===== src/rtl/core/sss_pkg.sv =====
// Package for the sensor sample smoothing block: sizes, slot geometry and
// configuration register indexes. No dependencies.
`default_nettype none

package sss_pkg;

    localparam int NUM_CHANNELS = 2;
    localparam int NUM_AXES     = 3;

    localparam int CHANNEL_W = 1;
    localparam int AXIS_W    = 2;
    localparam int BYTE_W    = 8;
    localparam int SAMPLE_W  = 24;
    localparam int WEIGHT_W  = 8;

    // Slot store geometry.
    localparam int NUM_SLOTS = NUM_CHANNELS * NUM_AXES;
    localparam int SLOT_W    = (NUM_SLOTS > 1) ? $clog2(NUM_SLOTS) : 1;

    // Signed numerator prev*w + sample, its magnitude, and the divisor w+1.
    localparam int NUM_SW = SAMPLE_W + WEIGHT_W + 1;
    localparam int NUM_W  = NUM_SW - 1;
    localparam int DEN_W  = WEIGHT_W + 1;

    // Configuration port.
    localparam int CFG_IDX_W  = 8;
    localparam int CFG_DATA_W = WEIGHT_W;

    localparam logic [CFG_IDX_W-1:0] CFG_WEIGHT_CH0 = CFG_IDX_W'(0);
    localparam logic [CFG_IDX_W-1:0] CFG_WEIGHT_CH1 = CFG_IDX_W'(1);

endpackage

`default_nettype wire


===== src/rtl/core/sss_div.sv =====
// Restoring unsigned divider, one quotient bit per cycle.
// Depends on sss_pkg for the dividend and divisor widths.
`default_nettype none

module sss_div (
    input  wire                         i_clk,
    input  wire                         i_rst_n,
    input  wire                         i_start,
    input  wire  [sss_pkg::NUM_W-1:0]   i_dividend,
    input  wire  [sss_pkg::DEN_W-1:0]   i_divisor,
    output logic                        o_done,
    output logic [sss_pkg::NUM_W-1:0]   o_quotient
);
    import sss_pkg::*;

    localparam int CNT_W = $clog2(NUM_W);

    logic             r_busy;
    logic             r_done;
    logic [CNT_W-1:0] r_cnt;
    logic [NUM_W-1:0] r_quo;
    logic [DEN_W-1:0] r_rem;
    logic [DEN_W-1:0] r_den;

    logic [DEN_W:0]   trial;
    logic             fits;
    logic [DEN_W:0]   diff;
    logic [DEN_W-1:0] n_rem;

    // The dividend shifts out of the top of r_quo while quotient bits
    // shift in at the bottom.
    always_comb begin
        trial = {r_rem, r_quo[NUM_W-1]};
        fits  = (trial >= {1'b0, r_den});
        diff  = trial - {1'b0, r_den};
        n_rem = fits ? diff[DEN_W-1:0] : trial[DEN_W-1:0];
    end

    always_ff @(posedge i_clk) begin
        if (!i_rst_n) begin
            r_busy <= 1'b0;
            r_done <= 1'b0;
            r_cnt  <= '0;
        end else begin
            r_done <= 1'b0;
            if (i_start) begin
                r_busy <= 1'b1;
                r_cnt  <= '0;
            end else if (r_busy) begin
                r_cnt <= r_cnt + CNT_W'(1);
                if (r_cnt == CNT_W'(NUM_W - 1)) begin
                    r_busy <= 1'b0;
                    r_done <= 1'b1;
                end
            end
        end
    end

    always_ff @(posedge i_clk) begin
        if (i_start) begin
            r_quo <= i_dividend;
            r_rem <= '0;
            r_den <= i_divisor;
        end else if (r_busy) begin
            r_quo <= {r_quo[NUM_W-2:0], fits};
            r_rem <= n_rem;
        end
    end

    assign o_done     = r_done;
    assign o_quotient = r_quo;

endmodule

`default_nettype wire


===== src/rtl/core/sensor_sample_smoothing.sv =====
// Top level of the sensor sample smoothing block: slot store, weight
// registers, sequencer and output register. Depends on sss_pkg and sss_div.
`default_nettype none

// Smooths 24-bit signed axis samples per channel and axis slot as
// new = (prev*w + sample)/(w+1), rounded toward zero, and stores the result
// as the slot's new previous value. One sample is worked on at a time: after
// its transfer the block forms the multiply-add, then forms the magnitude and
// starts the bit-serial divider, sees the divider finish, and loads the
// output register once that register is free. A new sample is taken as soon
// as the result sits in the output register, even while that result still
// waits to be taken. A sample whose axis is out of range is taken and dropped
// with no result. The slot store is cleared by reset; weights reset to zero
// (no smoothing) and should only be written while the block is idle.
module sensor_sample_smoothing (
    input  wire                              i_clk,
    input  wire                              i_rst_n,

    input  wire                              i_cfg_valid,
    output logic                             o_cfg_ready,
    input  wire  [sss_pkg::CFG_IDX_W-1:0]    i_cfg_index,
    input  wire  [sss_pkg::CFG_DATA_W-1:0]   i_cfg_data,

    input  wire                              i_valid,
    output logic                             o_stall,
    input  wire  [sss_pkg::CHANNEL_W-1:0]    i_channel,
    input  wire  [sss_pkg::AXIS_W-1:0]       i_axis,
    input  wire  [sss_pkg::BYTE_W-1:0]       i_byte_high,
    input  wire  [sss_pkg::BYTE_W-1:0]       i_byte_mid,
    input  wire  [sss_pkg::BYTE_W-1:0]       i_byte_low,

    output logic                             o_valid,
    input  wire                              i_stall,
    output logic [sss_pkg::CHANNEL_W-1:0]    o_out_channel,
    output logic [sss_pkg::AXIS_W-1:0]       o_out_axis,
    output logic signed [sss_pkg::SAMPLE_W-1:0] o_filtered
);
    import sss_pkg::*;

    localparam logic [2:0] ST_IDLE = 3'd0;
    localparam logic [2:0] ST_MUL  = 3'd1;
    localparam logic [2:0] ST_ABS  = 3'd2;
    localparam logic [2:0] ST_DIV  = 3'd3;
    localparam logic [2:0] ST_OUT  = 3'd4;

    logic [2:0] r_state;
    logic [2:0] n_state;

    logic [WEIGHT_W-1:0]        r_weight [NUM_CHANNELS];
    logic signed [SAMPLE_W-1:0] r_prev   [NUM_SLOTS];

    logic [CHANNEL_W-1:0]       r_ch;
    logic [AXIS_W-1:0]          r_ax;
    logic [SLOT_W-1:0]          r_slot;
    logic signed [SAMPLE_W-1:0] r_sample;
    logic [WEIGHT_W-1:0]        r_w;
    logic signed [NUM_SW-1:0]   r_num;
    logic                       r_neg;

    logic                       r_out_valid;
    logic [CHANNEL_W-1:0]       r_out_ch;
    logic [AXIS_W-1:0]          r_out_ax;
    logic signed [SAMPLE_W-1:0] r_out_val;

    logic                       in_xfer;
    logic                       axis_ok;
    logic [SLOT_W-1:0]          n_slot;
    logic signed [NUM_SW-1:0]   n_num;
    logic signed [NUM_SW-1:0]   abs_num;
    logic                       div_start;
    logic                       div_done;
    logic [NUM_W-1:0]           div_quo;
    logic [SAMPLE_W-1:0]        quo_low;
    logic signed [SAMPLE_W-1:0] n_result;
    logic                       out_free;

    assign o_cfg_ready = 1'b1;
    assign o_stall     = (r_state != ST_IDLE);
    assign in_xfer     = i_valid && !o_stall;
    assign axis_ok     = ({1'b0, i_axis} < (AXIS_W + 1)'(NUM_AXES));
    assign n_slot      = SLOT_W'(int'(i_channel) * NUM_AXES + int'(i_axis));
    assign out_free    = !r_out_valid || !i_stall;

    // Full-width multiply-add; the product never wraps.
    assign n_num = NUM_SW'(r_prev[r_slot]) * NUM_SW'($signed({1'b0, r_w}))
                 + NUM_SW'(r_sample);

    assign abs_num   = r_num[NUM_SW-1] ? -r_num : r_num;
    assign div_start = (r_state == ST_ABS);

    sss_div u_div (
        .i_clk      (i_clk),
        .i_rst_n    (i_rst_n),
        .i_start    (div_start),
        .i_dividend (abs_num[NUM_W-1:0]),
        .i_divisor  (DEN_W'(r_w) + DEN_W'(1)),
        .o_done     (div_done),
        .o_quotient (div_quo)
    );

    // The quotient of a weighted mean of two 24-bit values fits in 24 bits.
    assign quo_low  = div_quo[SAMPLE_W-1:0];
    assign n_result = r_neg ? $signed(-quo_low) : $signed(quo_low);

    always_comb begin
        n_state = r_state;
        case (r_state)
            ST_IDLE: begin
                if (in_xfer && axis_ok) begin
                    n_state = ST_MUL;
                end
            end
            ST_MUL: n_state = ST_ABS;
            ST_ABS: n_state = ST_DIV;
            ST_DIV: begin
                if (div_done) begin
                    n_state = ST_OUT;
                end
            end
            ST_OUT: begin
                if (out_free) begin
                    n_state = ST_IDLE;
                end
            end
            default: n_state = ST_IDLE;
        endcase
    end

    always_ff @(posedge i_clk) begin
        if (!i_rst_n) begin
            r_state     <= ST_IDLE;
            r_out_valid <= 1'b0;
            for (int i = 0; i < NUM_CHANNELS; i++) begin
                r_weight[i] <= '0;
            end
            for (int i = 0; i < NUM_SLOTS; i++) begin
                r_prev[i] <= '0;
            end
        end else begin
            r_state <= n_state;
            if (i_cfg_valid && o_cfg_ready) begin
                case (i_cfg_index)
                    CFG_WEIGHT_CH0: r_weight[0] <= i_cfg_data;
                    CFG_WEIGHT_CH1: r_weight[1] <= i_cfg_data;
                    default: ;
                endcase
            end
            if (r_state == ST_OUT && out_free) begin
                r_out_valid    <= 1'b1;
                r_prev[r_slot] <= n_result;
            end else if (r_out_valid && !i_stall) begin
                r_out_valid <= 1'b0;
            end
        end
    end

    always_ff @(posedge i_clk) begin
        if (in_xfer) begin
            r_ch     <= i_channel;
            r_ax     <= i_axis;
            r_slot   <= n_slot;
            r_sample <= $signed({i_byte_high, i_byte_mid, i_byte_low});
            r_w      <= r_weight[i_channel];
        end
        if (r_state == ST_MUL) begin
            r_num <= n_num;
        end
        if (r_state == ST_ABS) begin
            r_neg <= r_num[NUM_SW-1];
        end
        if (r_state == ST_OUT && out_free) begin
            r_out_ch  <= r_ch;
            r_out_ax  <= r_ax;
            r_out_val <= n_result;
        end
    end

    assign o_valid       = r_out_valid;
    assign o_out_channel = r_out_ch;
    assign o_out_axis    = r_out_ax;
    assign o_filtered    = r_out_val;

`ifndef NO_ASSERTIONS
    a_done_in_div: assert property (@(posedge i_clk) disable iff (!i_rst_n)
        div_done |-> r_state == ST_DIV)
        else $error("divider finished outside the divide state");

    a_accept_starts: assert property (@(posedge i_clk) disable iff (!i_rst_n)
        (in_xfer && axis_ok) |=> r_state == ST_MUL)
        else $error("accepted sample did not start the sequence");

    a_result_source: assert property (@(posedge i_clk) disable iff (!i_rst_n)
        $rose(o_valid) |-> $past(r_state) == ST_OUT)
        else $error("result appeared without finishing a sample");

    a_axis_range: assert property (@(posedge i_clk) disable iff (!i_rst_n)
        o_valid |-> {1'b0, o_out_axis} < (AXIS_W + 1)'(NUM_AXES))
        else $error("result for an axis out of range");
`endif

endmodule

`default_nettype wire


===== config.mk =====
export PLATFORM = sky130hd
export DESIGN_NAME = sensor_sample_smoothing
export DESIGN_NICKNAME = d
export VERILOG_FILES = /design/src/rtl/core/sss_pkg.sv /design/src/rtl/core/sss_div.sv /design/src/rtl/core/sensor_sample_smoothing.sv
export SDC_FILE = /design/constraint.sdc
export NUM_CORES = 1
export LEC_CHECK = 0
export BUFFER_PORTS_ARGS = -buffer_cell sky130_fd_sc_hd__buf_2
export CAP_MARGIN = 25
export CORE_ASPECT_RATIO = 0.8
export CORE_MARGIN = 1.5
export CORE_UTILIZATION = 65
export CTS_BUF_LIST = sky130_fd_sc_hd__clkbuf_16
export CTS_CLUSTER_DIAMETER = 120
export CTS_CLUSTER_SIZE = 24
export DETAILED_ROUTE_END_ITERATION = 12
export PLACE_DENSITY = 0.83
export RECOVER_POWER = 50
export SLEW_MARGIN = 20
export SYNTH_ARGS = -nofsm -noshare
export SYNTH_HDL_FRONTEND = slang
export SYNTH_SLANG_ARGS = --single-unit

===== constraint.sdc =====
create_clock -name i_clk -period 17.2 [get_ports i_clk]
set_clock_uncertainty 0.2 [all_clocks]
set_input_delay 2.58 -clock i_clk [delete_from_list [all_inputs] [get_ports i_clk]]
set_output_delay 2.58 -clock i_clk [all_outputs]
set_load 0.05 [all_outputs]

==> summary.txt <==
Critical path
  – Worst Path Max Fanout: 48
  – Slowest Stage Delay on Critical Path: 2.13 ns
  – CP endpoint kind: flip-flop
  – Reg-to-Reg End: r_num[30]
  – Critical path class: flip-flop to flip-flop
  – Critical path's top delay family: adder cells
  – R2R depth: 22
  – CP arrival: 9.56 ns
  – Buf+Inv Stages, Crit Path: 5
  – CP Data Required Time: 17.29 ns
  – Flop2flop setup slack: about 7.7 ns
  – Worst path most repeated cell: fa_1
  – Worst path cell trace: clkbuf_1 > mux4_2 > mux2i_1 > nor2b_1 > fa_1 > fa_1 > inv_1 > fa_1 > inv_1 > fa_1 > inv_1 > fa_1 > inv_1 > ha_1 > a22o_1 > a311oi_1 > a21oi_1 > o41ai_1 > o21ai_1 > a211oi_1 > o41ai_1 > xor2_1
  – CP startpoint kind: flip-flop
  – Highest-delay cell along the critical path: clkbuf_1

CTS
  – Worst-Skew Late Latency: 0.56 ns
  – CTS tree: done
  – Cts hold-fix bufs: 0
  – CTS HTree Levels: 1
  – Maximum clock path buffer count: 3
  – # clock sinks: 371
  – CTS root buf: clkbuf_16
  – Inserted Clock Buffers: 20
  – CTS resizes: 0
  – Number of setup buffers added after CTS: 0
  – Clock transition at path regs: 0.10 ns

GRT
  – Vias in the first global route: 15395
  – Total congestion overflow: 0
  – First-pass GRT wire length: 85760 um
  – Largest net degree at the start of global routing: 74
  – Initial antenna violation count: 0
  – GR Util All Layers: 30.89%

Floorplanning
  – Site Rows: 61
  – Ports: 78
  – Initial core utilization: ~66%
  – Die footprint: between 30000 and 40000 um^2
  – CORE AREA: 35030 um^2
  – Die height: around 170 um
  – Chip width: approximately 210 um

STA
  – Final min period: 9.463 ns
  – RSZ-0062 raised after global routing: no
  – Final worst setup slack: 7.737 ns
  – Final Hold Vio Count: 0
  – Slew Limit Fails: 274
  – Relative slew slack: -101.9%
  – Worst slew pin tran: a little over 3 ns
  – Max Fclk: 105.7 MHz
  – Setup_tns: 0 ns
  – Final setup viols: 0
  – Tcrit/Tclk final: 55.02%

Synth
  – Sequential share of the synthesized area: 46.87%
  – Yosys cell types: 60
  – Top post-synthesis cells by area: edfxtp_1 (45%), fa_1 (15%), ha_1 (4.7%)
  – Synth area leader: edfxtp_1
  – Post-synth EDFFs: about 350
  – Average size of a mapped cell: roughly 12 um^2
  – Yosys warns: 0
  – Post-synth ARST share: 0%
  – FF+latch count, synth: 371
  – Post-Syn Instances: 1948
  – Post-synth top area share: 44.90%
  – Ys flop type: edfxtp_1
  – Syn Std Cell Area: between 20000 and 25000 um^2
  – Syn_nets: 2264

Finish
  – Final nets: around 2300
  – Finished Cell Area: around 25000 um^2
  – Fin cells: about 2500
  – Area growth, synth to finish: 6.375%
  – Share of layout cells above drive strength 1: 8.693%
  – N_diodes: 0

Route
  – DRC viols: 0
  – Initial DRC count: 1700
  – First-pass DRT Iterations: 6
  – Via count: 14941
  – DR WL/cell: 22.16 um
  – Vias per inst: 6.012
  – Final wirelength: between 50000 and 60000 um
  – Post-route ant nets: 0

Status
  – Outcome: finished, violations left
  – Violated checks: max-capacitance violations, max-slew violations

Placement
  – Dpl hpwl: 39200 um
  – IO buf count: between 70 and 80
  – Placed insts: 2447
  – Routability congestion estimate: 0.9110
  – Pre-CTS setup slack: 8.949 ns
  – Placed inst area: between 20000 and 25000 um^2

Worst hold path
  – Hold_sp: r_ax[1]
  – Hold path depth: 0
  – Min-Delay Endpoint: o_out_axis[1]
  – Hold Crit Class: flip-flop to flip-flop

Run
  – Max-cap violations: 7
[worst register-to-register path, cell delays in order, from the launching register on]
cell and delay, ns:
dfxtp_2 0.32, clkbuf_1 2.13, mux4_2 0.52, mux2i_1 0.60
nor2b_1 0.16, fa_1 0.47, fa_1 0.55, inv_1 0.05
fa_1 0.47, inv_1 0.05, fa_1 0.52, inv_1 0.05
fa_1 0.50, inv_1 0.04, ha_1 0.37, a22o_1 0.23
a311oi_1 0.24, a21oi_1 0.17, o41ai_1 0.43, o21ai_1 0.24
a211oi_1 0.51, o41ai_1 0.21, xor2_1 0.17
[state kept, by name, summed over array words and instances, names as in the netlist, 2 cells and up, named ones only]
name / flops
r_state: 3
u_div.r_cnt: 5
r_w: 8
o_out_axis: 2
r_ax: 2
r_sample: 24
o_filtered: 24
r_slot: 3
r_num: 33
r_weight: 16
u_div.r_rem: 9
u_div.o_quotient: 32
r_prev: 192
u_div.r_den: 9
[worst max path at each step]
stage | startpoint | to | cells after the start
6_report | flip-flop | r_num[30] | 22
5_1_grt | flip-flop | r_num[30] | 22
3_5_place_dp | flip-flop | r_num[30] | 22
3_3_place_gp | flip-flop | r_num[30] | 22
4_1_cts | flip-flop | r_num[30] | 22
2_1_floorplan | flip-flop | r_num[30] | 23
[through the flow]
stage / util (%) / hold WS [ns]
after floorplan: - / 0.2003
after detailed placement: 69.10 / 0.2062
after global placement: 69.09 / 0.2056
after CTS: 70.86 / 0.2281
after global routing: 70.68 / 0.2421
final: 70.68 / 0.2264
[layout make-up]
type                            instances  area (um^2)
Tap cell                              472        590.6
Clock buffer                           21        525.5
Inverter                              280         1051
Multi-Input combinational cell       1224        11070
Clock inverter                         14        91.34
Timing Repair Buffer                  103        513.0
Sequential cell                       371        10920
Fill cell                            2345        10270
[cells in the final DEF, fill, tap and decap left out, drive strengths merged, types with 24 or more instances in the layout]
master / instances
nand2: 199
o21ai: 74
ha: 88
edfxtp: 348
nand2b: 24
mux4: 48
buf: 53
nor2: 170
a21oi: 41
inv: 293
xnor2: 58
fa: 180
xor2: 42
and2: 66
mux2: 31
clkbuf: 71
nor2b: 32
[cells in the mapped netlist, drive strengths merged (3+ instances only)]
master  number
or4          8
and2        66
mux4        48
xor2        42
nand2b      24
a21o        10
o21ai       74
a21oi       41
nor3         8
nor2b       32
inv        280
nand3        9
and3        10
a21boi       3
buf         11
dfxtp       23
nand2      199
xnor2       58
edfxtp     348
a211oi       6
or2          4
o31ai       19
nor4         5
mux2        31
mux2i       15
or3         21
o21bai       5
clkbuf      62
ha          88
nand4        5
o21a         5
nor2       170
fa         180
o41ai        9
[per-layer routing]
| layer | global-route usage, % | part of all wire, % | vias up |
|---|---|---|---|
| met2 | 49.83 | 46 | 864 |
| met3 | 5.770 | 10 | 135 |
| met4 | 12.06 | 4.4 | 0 |
| met5 | 0 | 0 | - |
| li1 | - | - | 6626 |
| met1 | 42.40 | 39 | 7316 |
[cell families (layout without fill, tap and decap cells)]
kind of cell,Yosys count,in the layout,share of synthesized area [%]
and+or+nand+nor,569,569,11.46
DFF,371,371,46.87
buffers and inverters,353,418,5.709
adders and majority gates,268,268,20.21
AOI/OAI and AO/OA,192,192,5.177
xor gates and xnor gates,100,100,3.763
muxes,94,94,6.789
other,1,1,0.01611
Power is not shown: default switching activity piles up to over one toggle a cycle in this logic, so the estimate is an artifact.
